`src/sv/rcrr_pkg.sv`:
```
// Shared types and default sizes for the retry credit round-robin arbiter.
// Used by rcrr_ctrl, rcrr_dp and the top level; depends on nothing else.
package rcrr_pkg;

	localparam int unsigned DEF_NUM_SOURCES     = 16;
	localparam int unsigned DEF_PRIORITY_LEVELS = 4;
	localparam int unsigned DEF_COUNT_WIDTH     = 8;

	// Fixed field widths of the stream payloads
	localparam int unsigned SRC_FIELD_W = 4;
	localparam int unsigned CLS_FIELD_W = 2;

	// Commands from the controller to the datapath, one per phase
	typedef struct packed {
		logic load;       // capture the input transaction
		logic pick_src;   // round-robin source search
		logic read_cp;    // read the class pointer of the chosen source
		logic pick_cls;   // round-robin class search, form counter index
		logic read_cnt;   // read the pending counter
		logic write_back; // update counter, flags, pointers and result
	} rcrr_cmd_t;

endpackage

```
`src/sv/rcrr_ctrl.sv`:
```
// Sequencer for the retry credit arbiter: steps one transaction through
// the datapath phases and runs both stream handshakes. Uses rcrr_pkg.
module rcrr_ctrl
	import rcrr_pkg::*;
(
	input  logic       clk,
	input  logic       arst_n,
	input  logic       s_tvalid,
	output logic       s_tready,
	output logic       m_tvalid,
	input  logic       m_tready,
	output rcrr_cmd_t  cmd
);

	typedef enum logic [2:0] {
		ST_IDLE,
		ST_PICK,
		ST_CPR,
		ST_CLS,
		ST_RD,
		ST_WB,
		ST_OUT
	} state_t;

	state_t state_q;

	assign s_tready = (state_q == ST_IDLE);
	assign m_tvalid = (state_q == ST_OUT);

	always_comb begin
		cmd = '0;
		unique case (state_q)
			ST_IDLE: cmd.load       = s_tvalid;
			ST_PICK: cmd.pick_src   = 1'b1;
			ST_CPR:  cmd.read_cp    = 1'b1;
			ST_CLS:  cmd.pick_cls   = 1'b1;
			ST_RD:   cmd.read_cnt   = 1'b1;
			ST_WB:   cmd.write_back = 1'b1;
			ST_OUT:  cmd = '0;
			default: cmd = '0;
		endcase
	end

	always_ff @(posedge clk or negedge arst_n) begin
		if (!arst_n) begin
			state_q <= ST_IDLE;
		end else begin
			unique case (state_q)
				ST_IDLE: if (s_tvalid) state_q <= ST_PICK;
				ST_PICK: state_q <= ST_CPR;
				ST_CPR:  state_q <= ST_CLS;
				ST_CLS:  state_q <= ST_RD;
				ST_RD:   state_q <= ST_WB;
				ST_WB:   state_q <= ST_OUT;
				ST_OUT:  if (m_tready) state_q <= ST_IDLE;
				default: state_q <= ST_IDLE;
			endcase
		end
	end

endmodule

```
`src/sv/rcrr_dp.sv`:
```
// Datapath of the retry credit arbiter: pending counter memory, nonzero
// flags, class pointer memory, source pointer and result register.
// Driven by rcrr_cmd_t from rcrr_ctrl; uses rcrr_pkg.
module rcrr_dp
	import rcrr_pkg::*;
#(
	parameter int unsigned NUM_SOURCES     = DEF_NUM_SOURCES,
	parameter int unsigned PRIORITY_LEVELS = DEF_PRIORITY_LEVELS,
	parameter int unsigned COUNT_WIDTH     = DEF_COUNT_WIDTH
) (
	input  logic                   clk,
	input  logic                   arst_n,
	input  rcrr_cmd_t              cmd,
	input  logic                   in_action,
	input  logic [SRC_FIELD_W-1:0] in_src_id,
	input  logic [CLS_FIELD_W-1:0] in_priority_class,
	output logic                   grant_valid,
	output logic [SRC_FIELD_W-1:0] grant_src,
	output logic [CLS_FIELD_W-1:0] grant_priority,
	output logic                   dropped
);

	localparam int unsigned SRC_W   = $clog2(NUM_SOURCES);
	localparam int unsigned CLS_W   = $clog2(PRIORITY_LEVELS);
	localparam int unsigned ENTRIES = NUM_SOURCES * PRIORITY_LEVELS;
	localparam int unsigned IDX_W   = $clog2(ENTRIES);
	localparam int unsigned SX_W    = (SRC_W > SRC_FIELD_W) ? SRC_W : SRC_FIELD_W;
	localparam int unsigned CX_W    = (CLS_W > CLS_FIELD_W) ? CLS_W : CLS_FIELD_W;
	localparam logic [COUNT_WIDTH-1:0] COUNT_MAX = '1;

	// Captured transaction
	logic             act_q;
	logic             inr_q;
	logic [SRC_W-1:0] src_q;
	logic [CLS_W-1:0] cls_q;

	// Search and read results
	logic             found_q;
	logic [SRC_W-1:0] sel_src_q;
	logic [CLS_W-1:0] cp_rd_q;
	logic             cp_v_q;
	logic [CLS_W-1:0] sel_cls_q;
	logic [CLS_W-1:0] cls_next;
	logic [IDX_W-1:0] idx_q;
	logic [COUNT_WIDTH-1:0] rd_q;
	logic             rd_nz_q;

	// State
	logic [ENTRIES-1:0]     nz_q;
	logic [NUM_SOURCES-1:0] cp_vld_q;
	logic [SRC_W-1:0]       src_ptr_q;
	logic [COUNT_WIDTH-1:0] cnt_mem [ENTRIES];
	logic [CLS_W-1:0]       cp_mem [NUM_SOURCES];

	// Input field conversion to internal index widths
	logic [SX_W-1:0]  in_src_x;
	logic [CX_W-1:0]  in_cls_x;
	logic             in_range;

	assign in_src_x = SX_W'(in_src_id);
	assign in_cls_x = CX_W'(in_priority_class);
	assign in_range = (32'(in_src_id) < NUM_SOURCES)
		&& (32'(in_priority_class) < PRIORITY_LEVELS);

	always_ff @(posedge clk or negedge arst_n) begin
		if (!arst_n) begin
			act_q <= 1'b0;
			inr_q <= 1'b0;
		end else if (cmd.load) begin
			act_q <= in_action;
			inr_q <= in_range;
		end
	end

	always_ff @(posedge clk) begin
		if (cmd.load) begin
			src_q <= in_src_x[SRC_W-1:0];
			cls_q <= in_cls_x[CLS_W-1:0];
		end
	end

	// Source level: busy vector and rotating priority encoder
	logic [NUM_SOURCES-1:0] busy;
	logic                   s_hit_hi;
	logic                   s_hit_lo;
	logic [SRC_W-1:0]       s_pos_hi;
	logic [SRC_W-1:0]       s_pos_lo;

	always_comb begin
		for (int s = 0; s < NUM_SOURCES; s++) begin
			busy[s] = |nz_q[s*PRIORITY_LEVELS +: PRIORITY_LEVELS];
		end
	end

	always_comb begin
		s_hit_hi = 1'b0;
		s_hit_lo = 1'b0;
		s_pos_hi = '0;
		s_pos_lo = '0;
		// Descending scan leaves the lowest set position
		for (int j = NUM_SOURCES - 1; j >= 0; j--) begin
			if (busy[j]) begin
				s_hit_lo = 1'b1;
				s_pos_lo = SRC_W'(j);
				if (j >= int'(src_ptr_q)) begin
					s_hit_hi = 1'b1;
					s_pos_hi = SRC_W'(j);
				end
			end
		end
	end

	always_ff @(posedge clk or negedge arst_n) begin
		if (!arst_n) begin
			found_q <= 1'b0;
		end else if (cmd.pick_src) begin
			found_q <= s_hit_lo;
		end
	end

	always_ff @(posedge clk) begin
		if (cmd.pick_src) begin
			sel_src_q <= s_hit_hi ? s_pos_hi : s_pos_lo;
		end
	end

	// Class pointer memory, read with registered data
	always_ff @(posedge clk) begin
		if (cmd.read_cp) begin
			cp_rd_q <= cp_mem[sel_src_q];
			cp_v_q  <= cp_vld_q[sel_src_q];
		end
		if (cmd.write_back && act_q && found_q) begin
			cp_mem[sel_src_q] <= cls_next;
		end
	end

	// Class level: rotating priority encoder within the chosen source
	logic [CLS_W-1:0]           cls_ptr;
	logic [PRIORITY_LEVELS-1:0] row;
	logic                       c_hit_hi;
	logic [CLS_W-1:0]           c_pos_hi;
	logic [CLS_W-1:0]           c_pos_lo;
	logic [CLS_W-1:0]           cls_pick;
	logic [IDX_W-1:0]           idx_arb;
	logic [IDX_W-1:0]           idx_enq;

	assign cls_ptr = cp_v_q ? cp_rd_q : '0;

	always_comb begin
		for (int c = 0; c < PRIORITY_LEVELS; c++) begin
			row[c] = nz_q[IDX_W'(32'(sel_src_q) * PRIORITY_LEVELS + c)];
		end
	end

	always_comb begin
		c_hit_hi = 1'b0;
		c_pos_hi = '0;
		c_pos_lo = '0;
		for (int j = PRIORITY_LEVELS - 1; j >= 0; j--) begin
			if (row[j]) begin
				c_pos_lo = CLS_W'(j);
				if (j >= int'(cls_ptr)) begin
					c_hit_hi = 1'b1;
					c_pos_hi = CLS_W'(j);
				end
			end
		end
	end

	assign cls_pick = c_hit_hi ? c_pos_hi : c_pos_lo;
	assign idx_arb  = IDX_W'(32'(sel_src_q) * PRIORITY_LEVELS + 32'(cls_pick));
	assign idx_enq  = IDX_W'(32'(src_q) * PRIORITY_LEVELS + 32'(cls_q));
	assign cls_next = (sel_cls_q == CLS_W'(PRIORITY_LEVELS - 1)) ? '0 : sel_cls_q + 1'b1;

	always_ff @(posedge clk) begin
		if (cmd.pick_cls) begin
			sel_cls_q <= cls_pick;
			idx_q     <= act_q ? idx_arb : idx_enq;
		end
	end

	// Pending counter memory; a clear nonzero flag means the entry reads zero
	logic [COUNT_WIDTH-1:0] cnt_eff;
	logic                   cnt_sat;
	logic                   enq_wr;
	logic                   arb_wr;

	assign cnt_eff = rd_nz_q ? rd_q : '0;
	assign cnt_sat = (cnt_eff == COUNT_MAX);
	assign enq_wr  = cmd.write_back && !act_q && inr_q && !cnt_sat;
	assign arb_wr  = cmd.write_back && act_q && found_q;

	always_ff @(posedge clk) begin
		if (cmd.read_cnt) begin
			rd_q    <= cnt_mem[idx_q];
			rd_nz_q <= nz_q[idx_q];
		end
		if (enq_wr) begin
			cnt_mem[idx_q] <= cnt_eff + 1'b1;
		end else if (arb_wr) begin
			cnt_mem[idx_q] <= cnt_eff - 1'b1;
		end
	end

	// Flags, pointers and the result register
	logic [SRC_W-1:0] src_next;
	logic [SX_W-1:0]  gsrc_x;
	logic [CX_W-1:0]  gcls_x;

	assign src_next = (sel_src_q == SRC_W'(NUM_SOURCES - 1)) ? '0 : sel_src_q + 1'b1;
	assign gsrc_x   = SX_W'(sel_src_q);
	assign gcls_x   = CX_W'(sel_cls_q);

	always_ff @(posedge clk or negedge arst_n) begin
		if (!arst_n) begin
			nz_q           <= '0;
			cp_vld_q       <= '0;
			src_ptr_q      <= '0;
			grant_valid    <= 1'b0;
			grant_src      <= '0;
			grant_priority <= '0;
			dropped        <= 1'b0;
		end else if (cmd.write_back) begin
			grant_valid    <= arb_wr;
			grant_src      <= arb_wr ? gsrc_x[SRC_FIELD_W-1:0] : '0;
			grant_priority <= arb_wr ? gcls_x[CLS_FIELD_W-1:0] : '0;
			dropped        <= !act_q && inr_q && cnt_sat;
			if (enq_wr) begin
				nz_q[idx_q] <= 1'b1;
			end
			if (arb_wr) begin
				nz_q[idx_q]          <= (cnt_eff != COUNT_WIDTH'(1));
				cp_vld_q[sel_src_q]  <= 1'b1;
				src_ptr_q            <= src_next;
			end
		end
	end

endmodule

```
`src/sv/retry_credit_two_level_round_robin.sv`:
```
// Retry credit arbiter with two round-robin levels. Each transaction on the
// slave side either enqueues one pending retry for a source and class
// (s_tuser = 0) or asks for one grant (s_tuser = 1); exactly one result
// transaction follows on the master side. A grant goes to the next busy
// source after the last winner and, inside it, to the next busy class after
// that source's last served class. Enqueues to a saturated counter report
// dropped. One transaction is in flight at a time: after acceptance the
// phases run in order (source search, class pointer read, class search,
// counter read, write-back) before the result is valid, and a new
// transaction is taken the cycle after the result is consumed. The counters
// live in a single-port memory whose read and write-back are separate
// phases. No clearing pass is needed after reset.
module retry_credit_two_level_round_robin
	import rcrr_pkg::*;
#(
	parameter int unsigned NUM_SOURCES     = DEF_NUM_SOURCES,
	parameter int unsigned PRIORITY_LEVELS = DEF_PRIORITY_LEVELS,
	parameter int unsigned COUNT_WIDTH     = DEF_COUNT_WIDTH
) (
	input  logic       clk,
	input  logic       arst_n,
	input  logic       s_tvalid,
	output logic       s_tready,
	input  logic [7:0] s_tdata,  // [3:0] src_id, [5:4] priority_class, [7:6] zero
	input  logic       s_tuser,  // action: 0 enqueue, 1 arbitrate
	output logic       m_tvalid,
	input  logic       m_tready,
	output logic [7:0] m_tdata   // [0] grant_valid, [4:1] grant_src,
	                             // [6:5] grant_priority, [7] dropped
);

	rcrr_cmd_t              cmd;
	logic                   grant_valid;
	logic [SRC_FIELD_W-1:0] grant_src;
	logic [CLS_FIELD_W-1:0] grant_priority;
	logic                   dropped;

	rcrr_ctrl u_ctrl (
		.clk      (clk),
		.arst_n   (arst_n),
		.s_tvalid (s_tvalid),
		.s_tready (s_tready),
		.m_tvalid (m_tvalid),
		.m_tready (m_tready),
		.cmd      (cmd)
	);

	rcrr_dp #(
		.NUM_SOURCES     (NUM_SOURCES),
		.PRIORITY_LEVELS (PRIORITY_LEVELS),
		.COUNT_WIDTH     (COUNT_WIDTH)
	) u_dp (
		.clk               (clk),
		.arst_n            (arst_n),
		.cmd               (cmd),
		.in_action         (s_tuser),
		.in_src_id         (s_tdata[3:0]),
		.in_priority_class (s_tdata[5:4]),
		.grant_valid       (grant_valid),
		.grant_src         (grant_src),
		.grant_priority    (grant_priority),
		.dropped           (dropped)
	);

	assign m_tdata = {dropped, grant_priority, grant_src, grant_valid};

endmodule
```
`config.mk`:
```
export PLATFORM = sky130hd
export DESIGN_NAME = retry_credit_two_level_round_robin
export DESIGN_NICKNAME = d
export VERILOG_FILES = /design/src/sv/rcrr_pkg.sv /design/src/sv/rcrr_ctrl.sv /design/src/sv/rcrr_dp.sv /design/src/sv/retry_credit_two_level_round_robin.sv
export SDC_FILE = /design/constraint.sdc
export NUM_CORES = 1
export LEC_CHECK = 0
export BUFFER_PORTS_ARGS = -buffer_cell sky130_fd_sc_hd__buf_2
export CORE_UTILIZATION = 35
export CTS_CLUSTER_DIAMETER = 30
export DETAILED_ROUTE_END_ITERATION = 12
export GPL_ROUTABILITY_DRIVEN = 0
export PLACE_DENSITY_LB_ADDON = 0.08
export SLEW_MARGIN = 40
export SYNTH_ARGS = -nofsm -noshare
export SYNTH_HDL_FRONTEND = slang
export SYNTH_SLANG_ARGS = --single-unit
```
`constraint.sdc`:
```
create_clock -name clk -period 8.1 [get_ports clk]
set_input_delay 0.81 -clock clk [delete_from_list [all_inputs] [get_ports clk]]
set_output_delay 0.81 -clock clk [all_outputs]
set_load 0.05 [all_outputs]
```
==> results.ini <==
[status]
status = finished clean

[timing]
timing.max_slew.rel_slack_pct = 38.49
timing.final.crit_share_pct = 51.32
tightest_slew_ps = 916.4
period_minus_slack_ps = 4157
final_hold_viol_count = 0
final-max-slew-violation-count = 0
hold_ws_ps = 283.6
setup_viol_count_final = 0
max_freq_ghz = 0.2406
clock-skew-final_ps = 22.19
setup-tns-final_ps = 0
grt_setup_unrepaired = no
fin_worst_setup_slack_ps = 3943

[synth]
post_synth_num_cell_types = 72
postSynthCellCount = 1717
postSynthRegisterBits = 672
synth.avg_cell_area_um2 = 15.73
synth-seq-area-share_pct = 72.92
synth_area_leader_cell = edfxtp_1
dominantRegCellSynth = edfxtp_1
netlist_area_um2 = 27000
synth-edff-count = 574
synth.net_count = 1738
yosys-top-cells-area = edfxtp_1 64%, dfrtp_1 9.1%, a22oi_1 6.1%
synthesis.yosys.warnings = 0
asyncSetResetFlopFracSynth_pct = 14.58
netlist.area_leader.share_pct = 63.84

[setup_path]
worstPathCellList = and3_4 -> buf_4 -> a221oi_1 -> a311oi_1 -> a31oi_1 -> o2111ai_1
timing.critical_path.slowest_stage_cell = edfxtp_1
setup.worst_path.class = register to register
critical_path_startpoint_category = register
worst-path-max-fanout = 43
reg2reg_setup_slack_ps = 3940
cp_capture_type = register
largest_incremental_delay_on_the_critical_path_ps = 860
crit_required_ps = 8590
crit_arrival_ps = 4640

[detailed_routing]
drt_drc_violations_left = 0
drt_pre_antenna_iters = 6
detail_route.iter0.violations = 1437
dr_total_vias = 17100
wl_um = 84690
via_per_inst = 5.778
route.antenna.remaining_nets = 0
routed_len_inst_um = 28.61

[die]
die_width_um = 279.8
initial_core_util_pct = 35.49
io_pins = 23
dieArea_um2 = 78260
floorplan.die.height_um = 279.8
fp.coreArea_um2 = 76080
floorplan.rows = 101

[global_routing]
grt_pass1_wl_um = 122500
grt_start_max_net_pins = 81
globalRouteOverflowTotal = 0
grt_util_all_layers_pct = 21.81
vias_in_the_first_global_route = 17030
grt_antenna_before_repair = 0

[cts]
cts-resized-gates = 0
insertion_delay_ps = 720
cts_inserted_buffers = 142
root_buffer = clkbuf_16
post-cts-setup-buffers = 0
worst_case_clock_buffer_depth = 3
clk_transition_reported_paths_ps = 40
clock_sink_count = 672
h-tree-depth = 4
cts_tree = yes

[placement]
placement.setup.worst_slack_ps = 4028
dp_hpwl_um = 50400
dpl.cell_count = 2698
numPortBuffers = 20

[power]
peakVddDrop_mv = 0.2454
power_density_nw_per_um2 = 395.0
power.leakage_nw = 11.26

[finish]
final_net_count = 1836
flow.area_growth_from_synthesis_pct = 23.56
drive_above_1_share_pct = 22.60
layoutNonFillerInstCount = 2960

[hold_path]
hold_path.class = primary input to register

[flow_run]
cap_violations = 0

[worst max-delay path, delay by kind of cell, from the launching register on]
| family | cells | cell delay [ps] |
|---|---|---|
| DFF | 1 | 860 |
| and+or+nand+nor | 1 | 830 |
| AOI/OAI and AO/OA | 4 | 1470 |
| buffers and inverters | 1 | 730 |
[area by class of cell]
| cell class | count | area [µm²] |
|---|---|---|
| antenna | 1 | 2.502 |
| fill | 6769 | 42710 |
| tap | 1030 | 1289 |
| sequential | 672 | 19690 |
| timing repair buffer | 64 | 486.7 |
| clock inverter | 98 | 1095 |
| clock buffer | 160 | 3674 |
| inverter | 10 | 37.54 |
| multi-input combinational | 925 | 7091 |
[registers in the layout (all words and copies together), names as in the netlist, 6 cells and up]
register	flops
u_dp.cp_vld_q	16
u_dp.idx_q	6
u_dp.nz_q	64
u_dp.cp_mem	32
u_dp.cnt_mem	512
u_dp.rd_q	8
[power breakdown]
group          internal [mW]  switching, mW
Combinational           1.01           1.92
Clock                   3.75           1.89
Sequential              4.28          0.326
[per-stage QoR]
stage	power (mW)	area [µm²]	utilization [%]
CTS	13.25	33330	43.82
global route	13.69	33360	43.85
global placement	7.502	28320	37.22
finish	13.18	33360	43.86
floorplan	6.424	27000	-
detailed placement	7.560	28560	37.54
[synth_stat cells, types with 5 or more instances]
| library cell | n |
|---|---|
| nand3_1 | 18 |
| o31ai_1 | 5 |
| edfxtp_1 | 574 |
| dfrtp_1 | 98 |
| a221oi_1 | 39 |
| mux2i_1 | 6 |
| nor2b_1 | 6 |
| a22o_1 | 42 |
| a311oi_1 | 5 |
| and2_1 | 7 |
| buf_1 | 11 |
| nand2b_1 | 8 |
| nor4_2 | 5 |
| mux4_2 | 29 |
| a21o_1 | 5 |
| nor3_1 | 8 |
| o2111ai_1 | 6 |
| mux2_2 | 7 |
| o21ai_1 | 5 |
| nor4_1 | 9 |
| nor2_1 | 106 |
| clkbuf_1 | 61 |
| inv_1 | 9 |
| a2bb2oi_1 | 64 |
| or4_1 | 6 |
| a21oi_1 | 51 |
| a31oi_1 | 34 |
| ha_1 | 8 |
| buf_2 | 33 |
| a211oi_1 | 5 |
| nand4_1 | 43 |
| nand2_1 | 63 |
| o211ai_1 | 11 |
| a22oi_1 | 220 |
| o21ai_0 | 20 |
| or2_2 | 21 |
[layout by cell type, fill, tap and decap left out, types with 7 or more instances in the layout]
master,instances
nand2b_1,8
bufinv_16,15
or2_2,21
nand4_1,43
a22oi_1,220
o21ai_0,19
clkinv_1,27
nor3_1,8
buf_2,19
a31oi_1,34
clkinvlp_4,11
mux4_2,29
ha_1,8
nand3_1,17
nand2_1,61
clkinv_2,23
a2bb2oi_1,64
a221oi_1,39
edfxtp_1,574
clkbuf_1,15
o211ai_1,11
dfrtp_1,98
nor2_1,46
clkbuf_16,144
nor4_1,9
a22o_1,41
inv_1,9
a21oi_1,49
buf_4,36
mux2_2,7
nor2_2,61
[kinds of logic (layout without fill, tap and decap cells)]
family	Yosys count	count (layout)	share of synthesized area, %
adder cells (fa/ha/maj)	8	8	0.3707
flip-flops	672	672	72.92
buffers and inverters	120	332	1.918
XOR/XNOR	3	3	0.09733
other	0	1	0
multiplexers	46	46	3.281
AO/OA/AOI/OAI	531	531	14.72
AND/OR/NAND/NOR	337	337	6.696
[layer usage]
| metal | wire [µm] | track usage (%) |
|---|---|---|
| met5 | 0 | 0 |
| met4 | 2970 | 9.248 |
| met3 | 5322 | 4.946 |
| met2 | 38400 | 32.77 |
| met1 | 38000 | 30.33 |
[timing repair]
item,in CTS,in global routing
endpoints found under the setup margin,0,0
hold buffers,1,0
endpoints found under the hold margin,23,0
[final timing paths]
path	startpoint	to	cells after the start
worst max-delay path	u_dp.idx_q[1]	u_dp.rd_q[1]	6
worst min-delay path	s_tdata[2]	u_dp.src_q[2]	1
worst max register to register	u_dp.idx_q[1]	u_dp.rd_q[1]	6
worst min register to register	u_dp.cp_vld_q[10]	u_dp.cp_vld_q[10]	1
max in group asynchronous	arst_n	u_dp.nz_q[51]	3
min in group asynchronous	arst_n	u_dp.cp_vld_q[15]	2
Power figures use the tool's default switching activity.
